### src/jss_pkg.sv
package jss_pkg;

	localparam int TABLE_ENTRIES_DEF = 1024;
	localparam int FRAC_BITS = 16;
	localparam int COUNT_W = 11;
	localparam int RATIO_W = FRAC_BITS + 1;
	localparam int KEY_W = 32;
	localparam logic [KEY_W-1:0] HASH_MUL = 32'h9E37_79B1;

	localparam logic [1:0] OP_ADD_A = 2'd0;
	localparam logic [1:0] OP_ADD_B = 2'd1;
	localparam logic [1:0] OP_FINISH = 2'd2;
	localparam logic [1:0] OP_UNUSED = 2'd3;

	typedef struct packed {
		logic [1:0] op;
		logic signed [KEY_W-1:0] element;
	} item_t;

	typedef struct packed {
		logic [COUNT_W-1:0] intersection_count;
		logic [COUNT_W-1:0] union_count;
		logic [RATIO_W-1:0] jaccard_ratio;
		logic empty_flag;
		logic overflow_flag;
	} result_t;

	typedef enum logic [2:0] {
		S_CLEAR,
		S_IDLE,
		S_HASH,
		S_READ,
		S_PROBE,
		S_DIV,
		S_EMIT
	} state_t;

	typedef struct packed {
		logic load_item;
		logic set_slot;
		logic probe;
		logic div_start;
		logic div_step;
		logic out_load;
		logic clr_start;
		logic clr_step;
	} cmd_t;

	typedef struct packed {
		logic probe_done;
		logic div_last;
		logic clr_last;
		logic out_busy;
	} stat_t;

endpackage

### src/jss_ctrl.sv
module jss_ctrl (
	input  logic           clk,
	input  logic           arst_n,
	input  logic           item_valid,
	input  logic [1:0]     item_op,
	input  jss_pkg::stat_t stat,
	output logic           item_stall,
	output jss_pkg::cmd_t  cmd
);

	jss_pkg::state_t state_q, state_d;
	logic accept;

	assign item_stall = (state_q != jss_pkg::S_IDLE) ||
		((item_op == jss_pkg::OP_FINISH) && stat.out_busy);
	assign accept = item_valid && !item_stall;

	always_ff @(posedge clk or negedge arst_n) begin
		if (!arst_n) begin
			state_q <= jss_pkg::S_CLEAR;
		end else begin
			state_q <= state_d;
		end
	end

	always_comb begin
		state_d = state_q;
		case (state_q)
			jss_pkg::S_CLEAR: begin
				if (stat.clr_last) state_d = jss_pkg::S_IDLE;
			end
			jss_pkg::S_IDLE: begin
				if (accept) begin
					if (item_op == jss_pkg::OP_ADD_A || item_op == jss_pkg::OP_ADD_B) begin
						state_d = jss_pkg::S_HASH;
					end else if (item_op == jss_pkg::OP_FINISH) begin
						state_d = jss_pkg::S_DIV;
					end
				end
			end
			jss_pkg::S_HASH:  state_d = jss_pkg::S_READ;
			jss_pkg::S_READ:  state_d = jss_pkg::S_PROBE;
			jss_pkg::S_PROBE: begin
				state_d = stat.probe_done ? jss_pkg::S_IDLE : jss_pkg::S_READ;
			end
			jss_pkg::S_DIV: begin
				if (stat.div_last) state_d = jss_pkg::S_EMIT;
			end
			jss_pkg::S_EMIT:  state_d = jss_pkg::S_CLEAR;
			default:          state_d = jss_pkg::S_CLEAR;
		endcase
	end

	always_comb begin
		cmd = '0;
		case (state_q)
			jss_pkg::S_CLEAR: cmd.clr_step = 1'b1;
			jss_pkg::S_IDLE: begin
				cmd.load_item = accept &&
					(item_op == jss_pkg::OP_ADD_A || item_op == jss_pkg::OP_ADD_B);
				cmd.div_start = accept && (item_op == jss_pkg::OP_FINISH);
			end
			jss_pkg::S_HASH:  cmd.set_slot = 1'b1;
			jss_pkg::S_READ:  cmd = '0;
			jss_pkg::S_PROBE: cmd.probe = 1'b1;
			jss_pkg::S_DIV:   cmd.div_step = 1'b1;
			jss_pkg::S_EMIT: begin
				cmd.out_load = 1'b1;
				cmd.clr_start = 1'b1;
			end
			default:          cmd = '0;
		endcase
	end

endmodule

### config.mk
export PLATFORM = sky130hd
export DESIGN_NAME = jss_ctrl
export DESIGN_NICKNAME = d
export VERILOG_FILES = /design/src/jss_pkg.sv /design/src/jss_ctrl.sv
export SDC_FILE = /design/constraint.sdc
export NUM_CORES = 1
export LEC_CHECK = 0
export BUFFER_PORTS_ARGS = -buffer_cell sky130_fd_sc_hd__buf_2
export CAP_MARGIN = 20
export CORE_AREA = 8 8 45 47
export CTS_BUF_LIST = sky130_fd_sc_hd__clkbuf_8 sky130_fd_sc_hd__clkbuf_16
export CTS_CLUSTER_SIZE = 30
export DETAILED_ROUTE_END_ITERATION = 10
export DIE_AREA = 0 0 53 55
export HOLD_SLACK_MARGIN = 0.08
export MAX_ROUTING_LAYER = met4
export PLACE_DENSITY = 0.59
export SLEW_MARGIN = 20
export SYNTH_ARGS = -nofsm -noshare
export SYNTH_HDL_FRONTEND = slang
export SYNTH_SLANG_ARGS = --single-unit
### constraint.sdc
create_clock -name clk -period 1.21 [get_ports clk]
set_input_delay 0.242 -clock clk [delete_from_list [all_inputs] [get_ports clk]]
set_output_delay 0.242 -clock clk [all_outputs]
set_load 0.01 [all_outputs]
* Word level (Yosys, flattened, before mapping)
Cells that the tools add are included.
** Cells by class
- Eq/ne operators :: 13
- Reduce and logical (&&, ||, !) cells :: 10
- Muxes and demuxes :: 14
** Operators with widths (number)
- case mux 3 bit (6 select lines) :: 1
- 2-to-1 mux 3 bit :: 5
- == test 3 bit, second input constant :: 3
- == test 3 x 2 -> 1 bit, second input constant :: 2
- 2-to-1 mux 1 bit :: 6
- != test 2 bit, second input constant :: 3
- logical AND 1 bit :: 4
- 2-to-1 mux 2 bit :: 2
- AND reduction 4 bit :: 1
- == test 3 x 1 -> 1 bit, second input constant :: 1
- zero test 3 bit :: 1
- != test 3 x 1 -> 1 bit, second input constant :: 1
- != test 3 bit, second input constant :: 1
- == test 2 x 1 -> 1 bit, second input constant :: 1
- == test 2 bit, second input constant :: 1
- zero test 2 bit :: 1
- logical OR 1 bit :: 2
- zero test 1 bit :: 1
** Word-level totals
- Word-level logic and storage cells :: 38
- Flip-flop bits (word level) :: 3

* Longest topological paths before layout
Gate-level depths: netlist (run 1).
- Word-level depth :: 7
- Gate-level depth with buffers :: 4
- Mapped depth without buffers :: 3

* Worst setup path before layout (run 1)
OpenSTA, ideal clock, no wires.
- Kind :: reg2out
- Start point :: register state_q[1]
- End point :: output cmd[4] (netlist bit)
- Slack :: -65 ps
- Arrival :: 1033 ps
- Cell stages (with the launch flop) :: 4
- Path buffers :: 1
- Required time :: 968 ps
- Path through :: dfrtp_1 clkbuf_1 nand2b_1 nor3_1
** RTL lines
- from (decl) :: line jss_ctrl.sv:11 : jss_pkg::state_t state_q, state_d;
- from (signal assigned) :: line jss_ctrl.sv:20 : state_q <= jss_pkg::S_CLEAR;
- from (signal assigned) :: line jss_ctrl.sv:22 : state_q <= state_d;
- to (decl) :: line jss_ctrl.sv:8 : output jss_pkg::cmd_t cmd

==> impl_metrics.yaml, run 1 <==
synthesis:
  synthMostInstantiatedCell: "nand2_1"
  synthCells: 38
  yosysUniqueCellTypes: 22
  synthArstFlopShare_pct: 100
  syn_area_per_cell_um2: 7.51
  synth_edf_count: 0
  syn-num-nets: 47
  synth.area.top_cells: "dfrtp_1 26%, a41oi_2 5.7%, a21oi_1 5.3%"
  synthFlopType: "dfrtp_1"
  yosysSeqAreaShare_pct: 26.3
  netlist_top_cells_count: "4 x nand2_1, 3 x a21oi_1, 3 x dfrtp_1, 3 x nor2_1, 3 x nor3_1"
  yosysTopAreaCell: "dfrtp_1"
  ys_ff_latch: 3
  yosysWarnings: 0
  syn_area_um2: 285
  synth_top_area_share_pct: 26.3
critical_path:
  required_ns: 0.97
  worst-path-max-fanout: 7
  cp-end-kind: "primary output"
  arrival_ns: 1.11
  timing.setup.critical_path_class: "reg -> out"
  start_kind: "flip-flop"
floorplan:
  num_io_pins: 18
  dieWidth_um: 53
  start_util_pct: 20.6
  die-area_um2: 2920
  row_count: 14
  die_y_um: 55
  core_area_um2: 1380
cts:
  clkLatencyLatePin_ns: 0.21
  cts.sink_count: 3
  cts_tree: "built"
  clockBufferDepth: 2
  cts_root_buf: "clkbuf_8"
  htreeDepth: 1
  path_clk_slew_ns: 0.03
  numCtsBuffers: 3
routing:
  vias: 385
  routed_wirelength_mm: 1.00
  ant_nets: 0
  wl_met1_um: 445
  drt-pass1-iter-count: 4
  vias_per_cell: 4.58
  highest_layer: "met4"
  wl_met3_um: 76
  wl_per_cell_um: 11.9
  drtIter0Drc: 6
  drc: 0
  dr_wl_met2_um: 459
placed_design:
  placed_area_um2: 413
  dpl.hpwl_um: 758
  place_congestion: 0.836
  portBuffers: 17
final_layout:
  syn2layout_area_growth_pct: 113
  fin_area_um2: 608
  drive_gt1_share_pct: 73.5
  largest_register: "state_q"
  largest_reg_flops: 3
  reg_top3: "state_q x3"
  nets: 78
  utilization_pct: 43.9
  diodes: 0
power:
  ir_worst_vdd_mv: 0.928
  seqPwrFrac_pct: 17.9
  power_mw: 1.44
  power_leakage_nw: 0.304
  p_per_area_nw_per_um2: 2370
  p_sw_share_pct: 37.3
  combinationalPowerShare_pct: 62.9
  switchingPower_mw: 0.538
  p_clk_share_pct: 19.3
  intPower_mw: 0.903
timing:
  fin_crit_ns: 1.36
  fin_worst_skew_ns: 0.00337
  rsz0062_at_grt: "yes"
  slew_headroom_pct: 82.7
  clock.fmax_mhz: 737
  report.final.setup_viol: 11
  worstMarginPinSlew_ns: 0.257
  hold_viol_final: 0
  post-route-period-util_pct: 112
  fin_ws_ns: -0.147
  slew_viol_final: 0
global_route:
  grt_pass1_vias: 399
  overflow: 0
  antenna_found_initial: 0
  grt_pass1_wl_mm: 1.71
  grt_max_degree: 8
  grtUsageTotal_pct: 8.34
status:
  violations: "negative setup slack"
  status: "finished with violations"
hold_path:
  hold_class: "in -> reg"
run:
  max_cap_viol_count: 0
[worst max-delay path, stage by stage (launching register included)]
cell      delay (ns)
dfrtp_2         0.44
buf_6           0.13
nand2b_4        0.05
nor3_2          0.13
buf_2           0.15
[cells in the final DEF, fill, tap and decap left out, drive strengths merged]
master       count
inv              4
dlygate4sd3      1
a21oi            3
clkbuf           3
buf             29
nor3b            1
o21ai            2
nand2            4
o211ai           1
dfrtp            3
o221ai           1
nand3b           1
nand2b           1
nor2             3
nor3             3
a41oi            1
nand3            2
and3             2
nor2b            2
or4              1
[final timing paths]
check                           startpoint         end  slack (ns)  depth (start not counted)
worst max-delay path            state_q[0]      cmd[4]       -0.15                          4
worst max register to register  state_q[0]  state_q[0]       -0.08                          4
min in group asynchronous           arst_n  state_q[0]        0.36                          2
worst min register to register  state_q[0]  state_q[1]        0.67                          1
max in group asynchronous           arst_n  state_q[1]        0.74                          2
worst min-delay path            item_valid  state_q[0]        0.30                          2
[metrics by stage]
step	hold slack [ns]	std cells	setup WS, ns	setup TNS [ns]
after floorplan	-0.0536	38	0.0355	0
after global placement	0.0439	73	-0.0184	-0.0184
after detailed placement	0.0395	73	-0.00287	-0.00544
after CTS	0.290	82	-0.152	-1.26
after global routing	0.303	84	-0.212	-1.69
final	0.301	84	-0.147	-1.13
[timing repair]
action / 4_1_cts / 5_1_grt
hold buffers: 1 / 0
gates resized for setup: 14 / 9
setup endpoints to repair: 10 / 11
gates cloned: 0 / 0
buffers inserted: 4 / 2
endpoints found under the hold margin: 3 / 0
pin swaps: 2 / 1
[area by class of cell]
cell class	count	area (um^2)
clock buffers	3	41.3
clock inverters	1	3.75
fillers	137	776
inverters	3	13.8
multi-input cells	28	225
flip-flops and latches	3	78.8
well taps	16	20.0
repair buffers	30	225
[power groups by stage]
stage / combinational [mW] / clock, mW / sequential (mW)
final: 0.906 / 0.277 / 0.258
after global routing: 0.991 / 0.300 / 0.269
after CTS: 0.810 / 0.287 / 0.250
after detailed placement: 0.596 / 0 / 0.224
after global placement: 0.590 / 0 / 0.219
after floorplan: 0.435 / 0 / 0.166
[metal layers]
metal  up-vias  track usage (%)
met5         -                -
met4         0             5.17
met3         2             3.48
met2        19             12.7
met1       174             8.83
li1        190                -
[kinds of logic after synthesis]
| kind of cell | synth area share, % |
|---|---|
| AND/OR/NAND/NOR | 38.2 |
| AO/OA/AOI/OAI | 21.9 |
| flip-flops | 26.3 |
| buffers and inverters | 13.6 |
Power figures use the tool's default switching activity.
==> run 2: changes to the inputs <==
Settings changed: BUFFER_PORTS_ARGS -buffer_cell sky130_fd_sc_hd__buf_2 to -buffer_cell sky130_fd_sc_hd__buf_4, CTS_CLUSTER_SIZE 30 to 16.
==> run 2 against run 1 <==
Net effect:
- the flow still finishes with violations (negative setup slack)
- highest routed layer unchanged
- fmax grew 0.11%
- critical path type unchanged
- power grew 5.9%
- combinational power grew 10%
- clock skew grew 0.00092 ns
- global-route usage shrank 0.22 points
==> impl_metrics.yaml, run 2 (synthesis gave the netlist of run 1 again) <==
status:
  status: "finished with violations"
  violations: "negative setup slack"
placed_design:
  placed_area_um2: 448
  portBuffers: 17
  dpl.hpwl_um: 739
  place_congestion: 0.831
hold_path:
  hold_class: "in -> reg"
  hold_start: "item_valid"
  min_path_cells: 2
  hold_path_end: "state_q[0]"
cts:
  path_clk_slew_ns: 0.03
  clockBufferDepth: 2
  clkLatencyLatePin_ns: 0.22
  cts.sink_count: 3
  numCtsBuffers: 3
  htreeDepth: 1
  cts_root_buf: "clkbuf_8"
  cts_tree: "built"
critical_path:
  cp_top_family: "flip-flops"
  cpMostUsedCell: "buf_6"
  max_stage_delay_ns: 0.43
  arrival_ns: 1.11
  timing.setup.critical_path_class: "reg -> out"
  crit_chain: "buf_6 > inv_4 > and3_4 > buf_6"
  cp-end-kind: "primary output"
  slowest_stage: "dfrtp_2"
  required_ns: 0.97
  reg2reg_slack_ns: -0.04
  start_kind: "flip-flop"
  reg2reg_depth: 4
  r2r-start: "state_q[0]"
  cp_num_buf_inv: 3
  timing.rr.end: "state_q[0]"
  worst-path-max-fanout: 5
routing:
  drtIter0Drc: 0
  routed_wirelength_um: 992
  ant_nets: 0
  wl_per_cell_um: 11.8
  vias: 386
  drt-pass1-iter-count: 1
  vias_per_cell: 4.60
  drc: 0
final_layout:
  largest_register: "state_q"
  drive_gt1_share_pct: 75.0
  syn2layout_area_growth_pct: 131
  layout_commonest_cell: "buf_4"
  fin_area_um2: 658
  largest_reg_flops: 3
  nets: 78
  final_cell_mix: "18 x buf_4, 11 x buf_6, 4 x nand2_1"
  utilization_pct: 47.6
  diodes: 0
  reg_top3: "state_q x3"
timing:
  clock.fmax_mhz: 738
  rsz0062_at_grt: "yes"
  slew_headroom_pct: 84.2
  post-route-period-util_pct: 112
  fin_worst_skew_ns: 0.00429
  report.final.setup_viol: 10
  fin_crit_ns: 1.36
  slew_viol_final: 0
  hold_viol_final: 0
  fin_ws_ns: -0.145
  worstMarginPinSlew_ns: 0.234
global_route:
  grt_pass1_wl_mm: 1.63
  overflow: 0
  antenna_found_initial: 0
  grtUsageTotal_pct: 8.12
  grt_pass1_vias: 419
  grt_max_degree: 7
floorplan:
  row_count: 14
  core_area_um2: 1380
  die_y_um: 55
  die-area_um2: 2920
  num_io_pins: 18
  dieWidth_um: 53
  start_util_pct: 20.6
power:
  power_leakage_nw: 0.306
  ir_worst_vdd_mv: 0.951
  p_per_area_nw_per_um2: 2320
run:
  max_cap_viol_count: 0
## run 2: cell counts in the layout (fill, tap and decap cells not counted)
Identical to the previous run, type by type.
## run 2: layout make-up
class                           count  area, um^2
Multi-Input combinational cell     28         231
Tap cell                           16        20.0
Clock buffer                        3        41.3
Inverter                            3        13.8
Sequential cell                     3        78.8
Fill cell                         138         726
Clock inverter                      1        3.75
Timing Repair Buffer               30         269
## run 2: power by group
group,internal [mW],leakage [nW],switching [mW]
sequential,0.154,0.0333,0.0791
combinational,0.587,0.245,0.416
clock,0.216,0.0269,0.0723
## run 2: timing repair
action	CTS	global route
gates resized for setup	19	9
pin swaps	2	3
cloned	0	0
endpoints found under the setup margin	10	11
hold buffers	1	0
endpoints found under the hold margin	3	0
setup buffers	5	2
## run 2: routing by layer
metal / track usage [%] / wire (um)
met5: - / 0
met4: 6.47 / 19
met3: 3.74 / 77
met2: 13.9 / 531
met1: 6.72 / 364
## run 2: how the worst max path moves through the flow
stage | start | to | slack, ns | cells after the start
after CTS | state_q[1] | cmd[4] | -0.14 | 3
after global routing | state_q[1] | cmd[4] | -0.19 | 3
after floorplan | state_q[1] | cmd[4] | 0.04 | 3
after detailed placement | state_q[1] | state_q[0] | -0.004 | 3
final | state_q[0] | cmd[2] | -0.15 | 4
after global placement | state_q[0] | cmd[7] | 0.02 | 4
## run 2: worst register-to-register path, cell delays in order, from the launching register on
cell and delay, ns:
dfrtp_2 0.43, buf_4 0.15, or4_4 0.41, o211ai_2 0.09
a41oi_2 0.04
## run 2: metrics by stage
step	std cells	worst slack [ns]	hold WS, ns	total power, mW	TNS (ns)
global route	84	-0.189	0.262	1.63	-1.54
floorplan	38	0.0355	-0.0536	0.601	0
CTS	82	-0.139	0.250	1.39	-1.04
detailed placement	72	-0.00366	0.0352	0.845	-0.00366
global placement	72	0.0189	0.0346	0.835	0
finish	84	-0.145	0.256	1.53	-1.09
